[src/rtl/ikc_pkg.sv]
// Shared types, codes and helper functions of the index key collator.
`default_nettype none

package ikc_pkg;

   // Sizes
   localparam int MAX_KEY_ELEMENTS = 256;
   localparam int ELEM_W           = 16;
   localparam int BYTE_W           = 8;
   localparam int ACTION_W         = 3;
   localparam int RULE_W           = 3;
   localparam int VALUE_BYTES      = 8;
   localparam int VCNT_W           = 4;
   localparam int NUM_W            = VALUE_BYTES * BYTE_W;

   // Action codes of an input word
   typedef logic [ACTION_W-1:0] action_type;
   localparam action_type ACT_ENTRY_KEY   = 3'd0;
   localparam action_type ACT_PROBE_KEY   = 3'd1;
   localparam action_type ACT_ENTRY_VALUE = 3'd2;
   localparam action_type ACT_PROBE_VALUE = 3'd3;
   localparam action_type ACT_COMPARE     = 3'd4;

   // Collation rule codes
   typedef logic [RULE_W-1:0] rule_type;
   localparam rule_type RULE_BINARY  = 3'd0;
   localparam rule_type RULE_ANSI    = 3'd1;
   localparam rule_type RULE_UNICODE = 3'd2;
   localparam rule_type RULE_U64     = 3'd3;
   localparam rule_type RULE_EXTENT  = 3'd4;

   // Three-way order codes
   typedef logic signed [1:0] order_type;
   localparam order_type ORDER_LT = -2'sd1;
   localparam order_type ORDER_EQ = 2'sd0;
   localparam order_type ORDER_GT = 2'sd1;

   // Character constants for case folding
   localparam logic [ELEM_W-1:0] CHAR_LOWER_A = 16'h0061;
   localparam logic [ELEM_W-1:0] CHAR_LOWER_Z = 16'h007A;
   localparam logic [ELEM_W-1:0] CASE_OFFSET  = 16'h0020;

   typedef struct packed {
      action_type        action;
      logic [ELEM_W-1:0] element;
   } req_type;

   typedef struct packed {
      order_type order;
      logic      rule_error;
      logic      overflow;
   } rsp_type;

   typedef enum logic [2:0] {
      ST_IDLE,
      ST_STRIP,
      ST_LENCHK,
      ST_WALK,
      ST_NUMBER,
      ST_DONE
   } state_type;

   // Per-cycle control of the digit unit
   typedef struct packed {
      logic clear;
      logic num_step;
      logic wide;
      logic fold;
      logic extent;
      logic values_present;
   } step_type;

   // Upper-case ASCII a..z only
   function automatic logic [ELEM_W-1:0] fold_case(input logic [ELEM_W-1:0] c);
      logic [ELEM_W-1:0] r;
      r = c;
      if (c >= CHAR_LOWER_A && c <= CHAR_LOWER_Z) begin
         r = c - CASE_OFFSET;
      end
      return r;
   endfunction

   function automatic order_type cmp_elem(input logic [ELEM_W-1:0] a,
                                          input logic [ELEM_W-1:0] b);
      order_type r;
      r = ORDER_EQ;
      if (a > b) begin
         r = ORDER_GT;
      end else if (a < b) begin
         r = ORDER_LT;
      end
      return r;
   endfunction

   // Fold one byte into an LSB-first running comparison
   function automatic order_type serial_rel(input order_type rel,
                                            input logic [BYTE_W-1:0] a,
                                            input logic [BYTE_W-1:0] b);
      order_type r;
      r = rel;
      if (a > b) begin
         r = ORDER_GT;
      end else if (a < b) begin
         r = ORDER_LT;
      end
      return r;
   endfunction

endpackage

`default_nettype wire

[src/rtl/ikc_key_store.sv]
// Key element memory with fill count for one side of the comparison.
`default_nettype none

module ikc_key_store #(
   parameter int DEPTH = ikc_pkg::MAX_KEY_ELEMENTS
) (
   input  wire logic                          clock,
   input  wire logic                          reset,
   input  wire logic                          push,
   input  wire logic [ikc_pkg::ELEM_W-1:0]    push_elem,
   input  wire logic                          clear,
   input  wire logic [$clog2(DEPTH+1)-1:0]    rd_addr,
   output logic      [ikc_pkg::ELEM_W-1:0]    rd_elem,
   output logic      [$clog2(DEPTH+1)-1:0]    count,
   output logic                               full
);

   localparam int CW = $clog2(DEPTH + 1);
   localparam int AW = $clog2(DEPTH);

   logic [ikc_pkg::ELEM_W-1:0] mem [DEPTH];
   logic [ikc_pkg::ELEM_W-1:0] rd_elem_ff;
   logic [CW-1:0]              count_ff;

   assign full    = (count_ff == CW'(DEPTH));
   assign count   = count_ff;
   assign rd_elem = rd_elem_ff;

   // Append at the fill count, drop once full
   always_ff @(posedge clock) begin
      if (push && !full) begin
         mem[count_ff[AW-1:0]] <= push_elem;
      end
   end

   // Registered read
   always_ff @(posedge clock) begin
      rd_elem_ff <= mem[rd_addr[AW-1:0]];
   end

   always_ff @(posedge clock) begin
      if (reset || clear) begin
         count_ff <= '0;
      end else if (push && !full) begin
         count_ff <= count_ff + CW'(1);
      end
   end

endmodule

`default_nettype wire

[config.mk]
export PLATFORM = sky130hd
export DESIGN_NAME = ikc_key_store
export DESIGN_NICKNAME = d
export VERILOG_FILES = /design/src/rtl/ikc_pkg.sv /design/src/rtl/ikc_key_store.sv
export SDC_FILE = /design/constraint.sdc
export NUM_CORES = 2
export LEC_CHECK = 0
export BUFFER_PORTS_ARGS = -buffer_cell sky130_fd_sc_hd__buf_2
export CAP_MARGIN = 5
export CORE_AREA = 2 2 598 600
export CTS_BUF_LIST = sky130_fd_sc_hd__clkbuf_4 sky130_fd_sc_hd__clkbuf_8
export DETAILED_ROUTE_END_ITERATION = 10
export DIE_AREA = 0 0 600 602
export PLACE_DENSITY_LB_ADDON = 0.08
export SLEW_MARGIN = 15
export SYNTH_ARGS = -nofsm -noshare
export SYNTH_HDL_FRONTEND = slang
export SYNTH_SLANG_ARGS = --single-unit
[constraint.sdc]
create_clock -name clock -period 4.8 [get_ports clock]
set_clock_uncertainty 0.1 [all_clocks]
set_input_delay 0.48 -clock clock [delete_from_list [all_inputs] [get_ports clock]]
set_output_delay 0.48 -clock clock [all_outputs]
set_load 0.01 [all_outputs]
; ---- Word-level counts from Yosys, hierarchy flattened
; Memories as Yosys holds them, arrays and structs flattened. A register that Yosys moved wholly into a read port is not among the register bits.
; Cells that the tools add are included.
; Widths: inputs -> output; s select.
[classes]
add_sub_neg = 1
eq_ne = 1
muxes = 2
n_reduce_logical = 3
[op_table]
columns = cell, count
row1 = $add 9x1->9 const B, 1
row2 = $eq 9x9->1 const B, 1
row3 = $mux 1, 2
row4 = $logic_and 1x1->1, 1
row5 = $logic_not 1->1, 1
row6 = $logic_or 1x1->1, 1
[totals]
ff_bits = 9
mem_bits_rw = 4096
inputBits = 29
word_cells = 9
mem_count = 1
[mem_list]
columns = name, depth, width, read_ports, rd_ports_with_merged_regs, wr, line
row1 = mem, 256, 16, 1, 1, 1, ikc_key_store.sv:21  ; logic [ikc_pkg::ELEM_W-1:0] mem [DEPTH];

; ---- Depth between registers and ports, before layout
[logic_depth]
depth_word = 5
depth_mapped = 12
ltp_nobuf = 9

; ---- Worst setup path after synthesis
; OpenSTA, ideal clock, no wires.
[synth_timing]
path_kind = reg2reg
from = register count_ff[7] (netlist: count[7])
to = memory mem[144][0] (netlist bit), enable pin
setup_time_ns = 0.388
arrival_ns = 2.802
required_time_ns = 4.312
slack_ns = 1.510
stages_incl_launch_ff = 11
path_cell_list = dfxtp_1 clkbuf_1 or4_1 buf_2 nor4_1 nor2b_1 buf_1 nor3b_1 nand2_1 buf_2 nor2_1
[synth_via]
elab_chain_cells = 5
[synth_lines]
columns = element, line
row1 = from (decl), ikc_key_store.sv:23  ; logic [CW-1:0] count_ff;
row2 = from (signal assigned), ikc_key_store.sv:45  ; count_ff <= count_ff + CW'(1);
row3 = $eq 9x9->1, ikc_key_store.sv:25  ; assign full = (count_ff == CW'(DEPTH));
row4 = net full, ikc_key_store.sv:15  ; output logic full
row5 = $logic_not 1->1, ikc_key_store.sv:31  ; if (push && !full) begin
row6 = $logic_and 1x1->1, ikc_key_store.sv:31
row7 = $mux 1, ikc_key_store.sv:31
row8 = $mux 1 (not written as such), ikc_key_store.sv:32  ; mem[count_ff[AW-1:0]] <= push_elem;
row9 = to (decl), ikc_key_store.sv:21
; The timed path passes the listed nets, and every way through them passes these cells.

==> impl_summary.log <==
INFO  metric status = completed
INFO  metric area_growth_syn_to_layout = 14.06%
INFO  metric timing.hold.worst.class = in -> reg
INFO  metric grt_overflow = 0
INFO  metric syn_inst = 7355
INFO  metric place_congestion = about 0.87
INFO  metric first_pass_grt_wire_length = 630500 um
INFO  metric final-setup-viol-count = 0
INFO  metric path_clk_slew = 0.06 ns
INFO  metric synth_area_leaders = sky130_fd_sc_hd__edfxtp_1 (77%), sky130_fd_sc_hd__mux4_2 (11%), sky130_fd_sc_hd__mux2i_1 (3.4%)
INFO  metric fp.coreArea = about 350000 um^2
INFO  metric power_density = around 400 nW/um^2
INFO  metric synthTopCellsByCount = sky130_fd_sc_hd__edfxtp_1 (4096), sky130_fd_sc_hd__mux4_2 (804), sky130_fd_sc_hd__mux2i_1 (540)
INFO  metric fillers = approximately 28000
INFO  metric worst-slew-pin-transition = 1.215 ns
INFO  metric finalCoreUtilization = about 51%
INFO  metric design_power_total = 73.11 mW
INFO  metric crit_type = in -> reg
INFO  metric drt_iter0_markers = 9949
INFO  metric portBuffers = 53
INFO  metric async_reset_ff_share = 0%
INFO  metric drt_drc_violations_left = 0
INFO  metric synth_edf_count = around 4100
INFO  metric multi_input_comb_area = about 33000 um^2
INFO  metric worstPathMaxFanout = 80
INFO  metric floorplan.rows = about 220
INFO  metric power.leakage = 57.99 nW
INFO  metric start_util = 44.77%
INFO  metric final_max_slew_viol_count = 0
INFO  metric cts_sinks = between 4000 and 5000
INFO  metric peakVddDrop = ~0.29 mV
INFO  metric placement.cell_area = approximately 170000 um^2
INFO  metric routedWlPerCell = between 30 and 40 um
INFO  metric totalNegativeSetupSlack = 0 ns
INFO  metric cell_area_after_layout = 181200 um^2
INFO  metric pin_count_of_the_biggest_net_entering_global_routing = ~150
INFO  metric synth_seq_cells = a little over 4000
INFO  metric max_freq = ~250 MHz
INFO  metric final_hold_viol_count = 0
INFO  metric routed_wl = roughly 450000 um
INFO  metric required = around 5.8 ns
INFO  metric ctsRootBufferMaster = sky130_fd_sc_hd__clkbuf_8
INFO  metric mappedNetlistNets = between 7000 and 8000
INFO  metric unrepaired_setup_endpoints_after_global_routing = false
INFO  metric detailed_place_hpwl = 271400 um
INFO  metric yosysTopAreaCell = sky130_fd_sc_hd__edfxtp_1
INFO  metric setup.worst_path.start_class = input port
INFO  metric finalWorstPathRequiredPeriod = about 4.0 ns
INFO  metric syn_area_per_cell = about 22 um^2
INFO  metric global_route.usage.total = about a quarter
INFO  metric slew_headroom = a little under a fifth
INFO  metric die-height = approximately 600 um
INFO  metric synthDistinctLibCells = 68
INFO  metric share_of_layout_cells_above_drive_strength_1 = slightly below 30%
INFO  metric arrival = approximately 5.0 ns
INFO  metric synthesis.yosys.warnings = 0
INFO  metric max_cap_violations = 0
INFO  metric ctsHtreeMaxLevel = 6
INFO  metric grt_antenna_before_repair = 32
INFO  metric postRouteAntennaNets = 0
INFO  metric via_count = ~80000
INFO  metric sequential_element_share_of_the_synthesized_area = just under 80%
INFO  metric synth_ff_type = sky130_fd_sc_hd__edfxtp_1
INFO  metric finish.cell_count_without_fillers = between 10000 and 15000
INFO  metric post-synth-top-count-cell = sky130_fd_sc_hd__edfxtp_1
INFO  metric number_of_global_route_vias_before_repair = approximately 81000
INFO  metric detail_route.first_pass.iterations = 6
INFO  metric io-pin-count = 55
INFO  metric max-clock-path-buffers = 4
INFO  metric cell_area_after_synthesis = 158800 um^2
INFO  metric routed_via_density = 5.938
INFO  metric clk_latency = 1.20 ns
INFO  metric numCtsBuffers = slightly below 700
INFO  metric layout_worst_path_cycle_share = around 83%
INFO  metric nets = 8270
INFO  metric dieArea = approximately 360000 um^2
INFO  metric critical_path.endpoint_type = register
INFO  metric fp.dieW = around 600 um
INFO  metric placed_cells_incl_taps = ~12000
INFO  metric netlist.area_leader.share = between 70 and 80%
INFO  metric tritoncts = yes
INFO  metric final-seq-area = between 100000 and 150000 um^2
==> cells by family (layout without fill, tap and decap cells) <==
logic type                 after synthesis  in the layout  share of synthesized area (%)
DFF                                   4121           4121                          77.75
adders and majority gates                4              4                        0.03151
AOI/OAI and AO/OA                      761            761                          3.408
xor gates and xnor gates                 6              6                        0.03308
and+or+nand+nor                        644            644                          1.828
buffers and inverters                  452           1843                          1.798
other                                    0             12                              0
muxes                                 1367           1367                          15.15
==> state kept, by name, indices dropped and copies added (netlist names) <==
register,flops
rd_elem,16
mem,4096
count,9
==> where the power goes <==
part	switching [mW]	internal [mW]
clock	13.8	15.9
combinational	2.48	1.25
sequential	0.0705	39.6
==> critical path, cell delays in order <==
cell and delay [ns]:
sky130_fd_sc_hd__dlygate4sd3_1 0.54, sky130_fd_sc_hd__clkbuf_8 0.21, sky130_fd_sc_hd__or2_4 0.45, sky130_fd_sc_hd__buf_12 0.30, sky130_fd_sc_hd__o221ai_1 0.43, sky130_fd_sc_hd__nor3_1 0.17, sky130_fd_sc_hd__or4_1 0.43, sky130_fd_sc_hd__nor4_1 0.81
sky130_fd_sc_hd__buf_4 0.24, sky130_fd_sc_hd__nand4_1 0.11, sky130_fd_sc_hd__buf_4 0.24, sky130_fd_sc_hd__nor4_1 0.45
==> per-stage QoR <==
stage / setup slack, ns / hold slack [ns]
2_1_floorplan: 1.510 / 0.4639
3_3_place_gp: 0.004655 / 0.5154
3_5_place_dp: -0.05284 / 0.5112
4_1_cts: 0.9384 / 0.07579
5_1_grt: 0.7792 / 0.1694
6_report: 0.8101 / 0.1957
==> final timing paths <==
kind | start | endpoint | slack, ns | depth (start not counted)
setup / recovery | rd_addr[2] | rd_elem[9] | 0.81 | 12
setup reg to reg | count[6] | mem[82][9] | 0.90 | 9
hold reg to reg | count[8] | count[8] | 0.52 | 2
hold / removal | rd_addr[7] | rd_elem[1] | 0.20 | 5
==> cells in the final DEF (no fill, tap or decap), types with 14 or more instances in the layout <==
| cell | instances |
|---|---|
| sky130_fd_sc_hd__edfxtp_1 | 4096 |
| sky130_fd_sc_hd__mux4_2 | 804 |
| sky130_fd_sc_hd__clkbuf_8 | 709 |
| sky130_fd_sc_hd__mux2i_1 | 540 |
| sky130_fd_sc_hd__buf_4 | 503 |
| sky130_fd_sc_hd__clkbuf_4 | 232 |
| sky130_fd_sc_hd__o221ai_1 | 206 |
| sky130_fd_sc_hd__nor2_1 | 200 |
| sky130_fd_sc_hd__o22ai_1 | 161 |
| sky130_fd_sc_hd__clkinv_1 | 153 |
| sky130_fd_sc_hd__a21oi_1 | 149 |
| sky130_fd_sc_hd__nor3_1 | 116 |
| sky130_fd_sc_hd__nor2_2 | 92 |
| sky130_fd_sc_hd__nand2_1 | 90 |
| sky130_fd_sc_hd__buf_12 | 71 |
| sky130_fd_sc_hd__a22oi_1 | 64 |
| sky130_fd_sc_hd__clkinv_2 | 51 |
| sky130_fd_sc_hd__o21ai_0 | 47 |
| sky130_fd_sc_hd__buf_2 | 32 |
| sky130_fd_sc_hd__a22o_1 | 27 |
| sky130_fd_sc_hd__a211oi_1 | 26 |
| sky130_fd_sc_hd__a221oi_1 | 26 |
| sky130_fd_sc_hd__dfxtp_1 | 25 |
| sky130_fd_sc_hd__dlygate4sd3_1 | 24 |
| sky130_fd_sc_hd__nor4_1 | 22 |
| sky130_fd_sc_hd__or3_1 | 20 |
| sky130_fd_sc_hd__mux4_1 | 20 |
| sky130_fd_sc_hd__nand3_1 | 17 |
| sky130_fd_sc_hd__buf_8 | 17 |
| sky130_fd_sc_hd__clkinvlp_4 | 16 |
| sky130_fd_sc_hd__nand4_1 | 15 |
| sky130_fd_sc_hd__and3_1 | 14 |
==> routing by layer <==
layer  track usage [%]  vias to the layer above  share of wire (%)
met5                 0                        -             0.0077
met2             39.57                     3119                 48
met3             4.238                      622                7.0
met4             6.681                        6                2.6
li1                  -                    33110                  -
met1             35.86                    43370                 43
==> what timing repair did <==
action | CTS | global route
hold endpoints to repair | 2137 | 0
setup buffers | 0 | 0
resized for setup | 0 | 0
hold buffers | 24 | 0
==> layout make-up <==
| cell class | count | share of cell area (%) |
|---|---|---|
| sequential | 4121 | 68.16 |
| multi-input combinational | 2782 | 18.15 |
| clock buffer | 940 | 6.340 |
| tap | 4751 | 3.281 |
| timing repair buffer | 649 | 3.244 |
| clock inverter | 248 | 0.7893 |
| inverter | 6 | 0.01934 |
| antenna | 12 | 0.01657 |
No activity file was read; power rests on OpenSTA's default activity.
