### config.mk
export PLATFORM = sky130hd
export DESIGN_NAME = ikc_digit_unit
export DESIGN_NICKNAME = d
export VERILOG_FILES = /design/src/rtl/ikc_pkg.sv /design/src/rtl/ikc_digit_unit.sv
export SDC_FILE = /design/constraint.sdc
export NUM_CORES = 1
export LEC_CHECK = 0
export BUFFER_PORTS_ARGS = -buffer_cell sky130_fd_sc_hd__buf_2
export CORE_MARGIN = 2
export CORE_UTILIZATION = 50
export CTS_BUF_LIST = sky130_fd_sc_hd__clkbuf_4 sky130_fd_sc_hd__clkbuf_8 sky130_fd_sc_hd__clkbuf_16
export DETAILED_ROUTE_END_ITERATION = 10
export GPL_ROUTABILITY_DRIVEN = 1
export GPL_TIMING_DRIVEN = 1
export PLACE_DENSITY = 0.92
export SKIP_LAST_GASP = 1
export SLEW_MARGIN = 25
export SYNTH_ARGS = -nofsm -noshare
export SYNTH_HDL_FRONTEND = slang
export SYNTH_SLANG_ARGS = --single-unit
### constraint.sdc
create_clock -name clock -period 7.8 [get_ports clock]
set_input_delay 1.56 -clock clock [delete_from_list [all_inputs] [get_ports clock]]
set_output_delay 1.56 -clock clock [all_outputs]
set_load 0.1 [all_outputs]
### src/rtl/ikc_pkg.sv
// Shared types, codes and helper functions of the index key collator.
`default_nettype none

package ikc_pkg;

   // Sizes
   localparam int MAX_KEY_ELEMENTS = 256;
   localparam int ELEM_W           = 16;
   localparam int BYTE_W           = 8;
   localparam int ACTION_W         = 3;
   localparam int RULE_W           = 3;
   localparam int VALUE_BYTES      = 8;
   localparam int VCNT_W           = 4;
   localparam int NUM_W            = VALUE_BYTES * BYTE_W;

   // Action codes of an input word
   typedef logic [ACTION_W-1:0] action_type;
   localparam action_type ACT_ENTRY_KEY   = 3'd0;
   localparam action_type ACT_PROBE_KEY   = 3'd1;
   localparam action_type ACT_ENTRY_VALUE = 3'd2;
   localparam action_type ACT_PROBE_VALUE = 3'd3;
   localparam action_type ACT_COMPARE     = 3'd4;

   // Collation rule codes
   typedef logic [RULE_W-1:0] rule_type;
   localparam rule_type RULE_BINARY  = 3'd0;
   localparam rule_type RULE_ANSI    = 3'd1;
   localparam rule_type RULE_UNICODE = 3'd2;
   localparam rule_type RULE_U64     = 3'd3;
   localparam rule_type RULE_EXTENT  = 3'd4;

   // Three-way order codes
   typedef logic signed [1:0] order_type;
   localparam order_type ORDER_LT = -2'sd1;
   localparam order_type ORDER_EQ = 2'sd0;
   localparam order_type ORDER_GT = 2'sd1;

   // Character constants for case folding
   localparam logic [ELEM_W-1:0] CHAR_LOWER_A = 16'h0061;
   localparam logic [ELEM_W-1:0] CHAR_LOWER_Z = 16'h007A;
   localparam logic [ELEM_W-1:0] CASE_OFFSET  = 16'h0020;

   typedef struct packed {
      action_type        action;
      logic [ELEM_W-1:0] element;
   } req_type;

   typedef struct packed {
      order_type order;
      logic      rule_error;
      logic      overflow;
   } rsp_type;

   typedef enum logic [2:0] {
      ST_IDLE,
      ST_STRIP,
      ST_LENCHK,
      ST_WALK,
      ST_NUMBER,
      ST_DONE
   } state_type;

   // Per-cycle control of the digit unit
   typedef struct packed {
      logic clear;
      logic num_step;
      logic wide;
      logic fold;
      logic extent;
      logic values_present;
   } step_type;

   // Upper-case ASCII a..z only
   function automatic logic [ELEM_W-1:0] fold_case(input logic [ELEM_W-1:0] c);
      logic [ELEM_W-1:0] r;
      r = c;
      if (c >= CHAR_LOWER_A && c <= CHAR_LOWER_Z) begin
         r = c - CASE_OFFSET;
      end
      return r;
   endfunction

   function automatic order_type cmp_elem(input logic [ELEM_W-1:0] a,
                                          input logic [ELEM_W-1:0] b);
      order_type r;
      r = ORDER_EQ;
      if (a > b) begin
         r = ORDER_GT;
      end else if (a < b) begin
         r = ORDER_LT;
      end
      return r;
   endfunction

   // Fold one byte into an LSB-first running comparison
   function automatic order_type serial_rel(input order_type rel,
                                            input logic [BYTE_W-1:0] a,
                                            input logic [BYTE_W-1:0] b);
      order_type r;
      r = rel;
      if (a > b) begin
         r = ORDER_GT;
      end else if (a < b) begin
         r = ORDER_LT;
      end
      return r;
   endfunction

endpackage

`default_nettype wire

### src/rtl/ikc_digit_unit.sv
// Element compare and byte-serial number and extent arithmetic.
`default_nettype none

module ikc_digit_unit (
   input  wire logic                          clock,
   input  wire ikc_pkg::step_type             step,
   input  wire logic [ikc_pkg::ELEM_W-1:0]    e_elem,
   input  wire logic [ikc_pkg::ELEM_W-1:0]    p_elem,
   input  wire logic [ikc_pkg::BYTE_W-1:0]    e_byte,
   input  wire logic [ikc_pkg::BYTE_W-1:0]    p_byte,
   input  wire logic [ikc_pkg::BYTE_W-1:0]    e_len_byte,
   input  wire logic [ikc_pkg::BYTE_W-1:0]    p_len_byte,
   output ikc_pkg::order_type                 elem_order,
   output ikc_pkg::order_type                 num_order
);

   localparam int BW = ikc_pkg::BYTE_W;

   logic [ikc_pkg::ELEM_W-1:0] e_masked;
   logic [ikc_pkg::ELEM_W-1:0] p_masked;
   logic [BW:0]                sum1;
   logic [BW:0]                sum2;

   // Running relations, LSB first: a1 vs a2, a1 vs e2, e1 vs a2
   ikc_pkg::order_type rel_a_ff;
   ikc_pkg::order_type rel_a_e2_ff;
   ikc_pkg::order_type rel_e1_a2_ff;
   logic               c1_ff;
   logic               c2_ff;

   // Mask to the rule's element width, fold case for string rules
   always_comb begin
      e_masked = step.wide ? e_elem : {{BW{1'b0}}, e_elem[BW-1:0]};
      p_masked = step.wide ? p_elem : {{BW{1'b0}}, p_elem[BW-1:0]};
      if (step.fold) begin
         e_masked = ikc_pkg::fold_case(e_masked);
         p_masked = ikc_pkg::fold_case(p_masked);
      end
      elem_order = ikc_pkg::cmp_elem(e_masked, p_masked);
   end

   // One byte of each range end: e1 = a1 + len1, e2 = a2 + len2
   assign sum1 = {1'b0, e_byte} + {1'b0, e_len_byte} + {{BW{1'b0}}, c1_ff};
   assign sum2 = {1'b0, p_byte} + {1'b0, p_len_byte} + {{BW{1'b0}}, c2_ff};

   always_ff @(posedge clock) begin
      if (step.clear) begin
         rel_a_ff     <= ikc_pkg::ORDER_EQ;
         rel_a_e2_ff  <= ikc_pkg::ORDER_EQ;
         rel_e1_a2_ff <= ikc_pkg::ORDER_EQ;
         c1_ff        <= 1'b0;
         c2_ff        <= 1'b0;
      end else if (step.num_step) begin
         rel_a_ff     <= ikc_pkg::serial_rel(rel_a_ff, e_byte, p_byte);
         rel_a_e2_ff  <= ikc_pkg::serial_rel(rel_a_e2_ff, e_byte, sum2[BW-1:0]);
         rel_e1_a2_ff <= ikc_pkg::serial_rel(rel_e1_a2_ff, sum1[BW-1:0], p_byte);
         c1_ff        <= sum1[BW];
         c2_ff        <= sum2[BW];
      end
   end

   // Resolve the number order once all bytes are in
   always_comb begin
      num_order = rel_a_ff;
      if (step.extent && step.values_present) begin
         if (!c2_ff && rel_a_e2_ff != ikc_pkg::ORDER_LT) begin
            num_order = ikc_pkg::ORDER_GT;
         end else if (!c1_ff && rel_e1_a2_ff != ikc_pkg::ORDER_GT) begin
            num_order = ikc_pkg::ORDER_LT;
         end else begin
            num_order = ikc_pkg::ORDER_EQ;
         end
      end
   end

endmodule

`default_nettype wire

======== After elaboration in Yosys (flattened, before gate mapping) ========
Index checks and enable logic that the tools add are counted.
storage, ports and cells
  flip-flop bits (word level) ............. 8
  latch bits .............................. 0
  memory bits (writable) .................. 0
  bits in read-only memories .............. 0
  bits of input ports ..................... 71
  output and inout bits ................... 4
  logic and storage cells ................. 55
  memories ................................ 0
cells by class
  add/subtract/negate cells ............... 6
  $mul .................................... 0
  div/mod/pow operators ................... 0
  magnitude comparators ................... 12
  eq/ne operators ......................... 2
  shift operators ......................... 0
  muxes and demuxes ....................... 17
  bitwise logic cells ..................... 0
  reduce and logical (&&, ||, !) cells .... 13
operators by type and width
  kind                                                                number
  two-way mux 16 bit                                                  6
  greater-or-equal comparator 16 x 7 -> 1 bit, second input constant  2
  <= comparator 16 x 7 -> 1 bit, second input constant                2
  subtractor 16 x 6 -> 16 bit, second input constant                  2
  greater-than comparator 8 bit                                       3
  < comparator 8 bit                                                  3
  two-way mux 2 bit                                                   11
  adder 8 x 8 -> 9 bit                                                2
  adder 9 x 1 -> 9 bit                                                2
  greater-than comparator 16 bit                                      1
  < comparator 16 bit                                                 1
  AND reduction 2 bit                                                 3
  nonzero test 2 bit                                                  3
  logical AND 1 bit                                                   5
  zero test 1 bit                                                     2
  inequality test 2 x 1 -> 1 bit, second input constant               1
  inequality test 2 bit, second input constant                        1

======== Logic depth before layout (Yosys ltp) ========
  depth in word-level cells ............... 8
  depth in mapped cells ................... 13
  depth with buffers taken out ............ 13

======== Worst setup path after synthesis ========
No wires, ideal clock.
  kind .................................... input-to-output
  start ................................... input step[1] (netlist bit)
  end ..................................... output num_order[1]
  arrival time ............................ 4.787 ns
  data required time ...................... 6.240 ns
  setup slack ............................. 1.453 ns
  stages .................................. 2
  path buffers ............................ 0
  path through ............................ nand2_1 > o41ai_1
between the ends
  longest elaborated chain between the ends .. 2
ends and longest elaborated chain
  what               RTL line              source
  from (decl)        ikc_digit_unit.sv:6   input wire ikc_pkg::step_type step,
  logical AND 1 bit  ikc_digit_unit.sv:65  if (step.extent && step.values_present) begin
  two-way mux 2 bit  ikc_digit_unit.sv:65
  to (decl)          ikc_digit_unit.sv:14  output ikc_pkg::order_type num_order
No other way between the ends.

======== Worst setup path after layout ========
  start ................................... input p_elem[15] (netlist bit)
  end ..................................... output elem_order[0]
between the ends
  longest elaborated chain between the ends .. 8
  elaborated cells between the ends (all ways) .. 11
  those cells by class .................... 1 x add/sub; 4 x order compare; 5 x mux; 1 x reduce/logical
ends and longest elaborated chain
  what                                                                                          RTL line              source
  from (decl)                                                                                   ikc_digit_unit.sv:8   input wire logic [ikc_pkg::ELEM_W-1:0] p_elem,
  two-way mux 16 bit (*)                                                                        ikc_digit_unit.sv:34  p_masked = step.wide ? p_elem : {{BW{1'b0}}, p_elem[BW-1:0]};
  greater-or-equal comparator 16 x 7 -> 1 bit or <= comparator 16 x 7 -> 1 bit (tied branches)  ikc_pkg.sv:77         if (c >= CHAR_LOWER_A && c <= CHAR_LOWER_Z) begin
  logical AND 1 bit                                                                             ikc_pkg.sv:77
  two-way mux 16 bit                                                                            ikc_pkg.sv:77
  two-way mux 16 bit (*)                                                                        ikc_digit_unit.sv:35  if (step.fold) begin
  < comparator 16 bit                                                                           ikc_pkg.sv:89         end else if (a < b) begin
  two-way mux 2 bit                                                                             ikc_pkg.sv:89
  two-way mux 2 bit (*)                                                                         ikc_pkg.sv:87         if (a > b) begin
  to (decl)                                                                                     ikc_digit_unit.sv:13  output ikc_pkg::order_type elem_order,
Every way passes the cells marked *; elsewhere a longest branch is shown, timed or not.

==> key figures <==
Floorplan
  – Core Area: 0.00426 sq mm
  – Die Wd: 70.1 um
  – Initial Utilization: 51.2%
  – Rows: 24
  – # IOs: 75
  – Die area: 0.00491 sq mm
  – Die Y-Extent: 70.1 um

Yosys
  – Post-Syn Area per Cell: 7.63 sq um
  – Post-synth top cells: ha_1 (56), inv_1 (33), a21oi_1 (28)
  – Sequential share of the synthesized area: 7.34%
  – Synth top area share: 32.1%
  – Synthesized area: 0.00218 sq mm
  – Top post-synthesis cells by area: ha_1 (32%), dfxtp_1 (7.3%), a21oi_1 (6.4%)
  – Yosys top cell by area: ha_1
  – Syn_nets: 417
  – Post-synth cell types: 51
  – YS warnings: 0
  – Post-Synthesis Cells: 286
  – Commonest register cell after synthesis: dfxtp_1
  – Most common cell in the netlist: ha_1
  – #FFs+latches synth: 8
  – Ys async rst share: 0%
  – EDFF count, synth: 0

STA
  – Highest clock rate: 171 MHz
  – Sum of negative setup slack: 0 ns
  – Worst rel slew slack: 66.3%
  – Hold Slack: 0.478 ns
  – RSZ-0062 raised after global routing: false
  – Final slew viol count: 0
  – Final setup vio count: 0
  – Hold Fails Final Rpt: 0
  – Final worst path period need: 5.85 ns
  – Layout Skew: 0.000143 ns
  – Tcrit/Tclk final: 75.0%
  – Slew @ Worst Pin: 0.498 ns

Routing
  – Post-Route WL: 5.70 mm
  – DR WL/cell: 13.9 um
  – Vias: 2384
  – DRC: 0
  – Post-detailed-route count of antenna-violating nets: 0
  – Drt pass-1 iters: 4
  – Via density: 5.80
  – 1st-iter DRT viols: 106

CTS
  – Post_cts resized: 0
  – CTS max path bufs: 2
  – H-tree Lvls: 1
  – Clk_lat worst skew: 0.24 ns
  – CTS sink count: 8
  – CTS tree: built
  – CTS clk-pin slew, worst paths: 0.04 ns
  – Clock root cell: clkbuf_8
  – CTS Buf Count: 3
  – Setup Buffers After CTS: 0
  – Hold buffers post-CTS: 0

GRT
  – First-pass GRT wire length: 10.1 mm
  – Vias in the first global route: 2467
  – Initial antenna violation count: 0
  – Grt ovf: 0
  – Global Route Usage Sum: 24.4%
  – Largest net degree at the start of global routing: 19

Layout
  – Share of post-route cells with drive strength above 1: 23.7%
  – Fin nets: 492
  – Ant diodes: 0
  – Area growth, synth to finish: 20.8%

Setup path
  – Required time worst endpoint: 6.24 ns
  – R2r worst-path depth: 12
  – Setup CP Type: input port to primary output
  – Arr. time, crit path: 4.29 ns
  – Critical Path End Type: primary output
  – Worst Setup Start Kind: input port
  – Maximum fanout along the worst path: 5

Place
  – Post-DP HPWL: 5.00 mm
  – RePlAce Congestion: 0.848
  – Port bufs: 74

Run
  – Max Cap Viol: 0

Power
  – Worst VDD drop: 63.8 uV
  – P_leak: 1.38 nW
  – Power density of the placed cells: 109 mW/mm^2

Outcome
  – Status: complete, no violations

Worst hold path
  – HP Class: flip-flop to flip-flop
  – WHS Path Cells: 2
-- placed cells by master, fill, tap and decap left out, types with 2 or more instances in the layout --
cell      Yosys  final
inv_1        33     33
nand4_1       4      4
nor2b_1       3      3
fa_1          4      4
nor4_1        4      4
clkbuf_8      0      3
dfxtp_1       8      8
a221o_1       3      3
o21a_1        5      5
ha_1         56     56
o21bai_1      2      2
or4_1         2      2
nand2_1      19     19
a211o_1       2      2
a31oi_1       3      3
nand3b_1      3      3
nand3_1       7      7
a21o_1        8      8
or2_1         2      2
xnor2_1       6      6
buf_2         0     74
nor3_1        2      2
nand2b_1      2      2
o21ai_1      12     12
o31ai_1       2      2
nand4b_1      2      2
a211oi_1      5      5
nor2_1       17     17
xor2_1        3      3
a21oi_1      28     28
or3b_1        2      2
a21bo_2       2      2
o21ai_0      11     11
and2_1        4      4
-- state kept, by name, indices dropped and copies added, names as in the netlist --
signal,cells
rel_a_e2_ff,2
rel_a_ff,2
rel_e1_a2_ff,2
c1_ff,1
c2_ff,1
-- worst max-delay path: stages --
cell and delay [ns]:
buf_2 0.10, or4_1 0.52, o21ai_1 0.16, o311ai_1 0.18, nor2_2 0.22, a21oi_1 0.07
ha_1 0.30, a211oi_1 0.23, o21ai_1 0.10, o2111ai_1 0.09, and3_1 0.21, a211o_1 0.12
buf_2 0.41
-- per-stage QoR --
stage | area [sq um] | instances | util (%) | total power [W] | setup slack, ns
2_1_floorplan | 2180 | 286 | - | 0.000181 | 1.45
3_3_place_gp | 2590 | 408 | 60.9 | 0.000224 | 2.04
3_5_place_dp | 2590 | 408 | 60.9 | 0.000234 | 1.98
4_1_cts | 2640 | 411 | 61.8 | 0.000286 | 1.97
5_1_grt | 2640 | 411 | 61.8 | 0.000315 | 1.79
6_report | 2640 | 411 | 61.8 | 0.000288 | 1.95
-- cells by family (layout without fill, tap and decap cells) --
logic type	count (synthesis)	after routing	synth area share, %
AO/OA/AOI/OAI	92	92	27.2
XOR/XNOR	9	9	3.61
adder cells (fa/ha/maj)	60	60	35.8
buffers and inverters	38	111	6.88
flip-flops	8	8	7.34
AND/OR/NAND/NOR	79	79	19.2
-- where the power goes --
part | total [W] | switching [W] | internal, W
registers | 0.0000491 | 0.00000304 | 0.0000461
logic | 0.000186 | 0.000105 | 0.0000810
clock network | 0.0000521 | 0.0000185 | 0.0000336
-- routing by layer --
layer	global-route usage (%)	vias to the layer above	routed length, um
met1	28.0	1073	2350
met2	47.0	88	2890
met4	5.77	0	114
li1	-	1205	-
met3	3.32	18	334
met5	0	-	0
-- final cells by class --
class	count	area, sq um
inverters	34	128
repair buffers	74	370
clock buffers	3	41.3
flip-flops and latches	8	160
multi-input cells	240	1870
well taps	52	65.1
fillers	376	1630
-- final timing paths --
| path | startpoint | endpoint | slack (ns) |
|---|---|---|---|
| worst max-delay path | p_elem[15] | elem_order[0] | 1.95 |
| worst min-delay path | rel_e1_a2_ff[0]$_SDFFE_PP0P_ | rel_e1_a2_ff[0]$_SDFFE_PP0P_ | 0.48 |
| worst min register to register | rel_e1_a2_ff[0]$_SDFFE_PP0P_ | rel_e1_a2_ff[0]$_SDFFE_PP0P_ | 0.48 |
| worst max register to register | c2_ff$_SDFFE_PP0P_ | rel_a_e2_ff[1]$_SDFFE_PP0P_ | 4.76 |
Power figures use the tool's default switching activity.
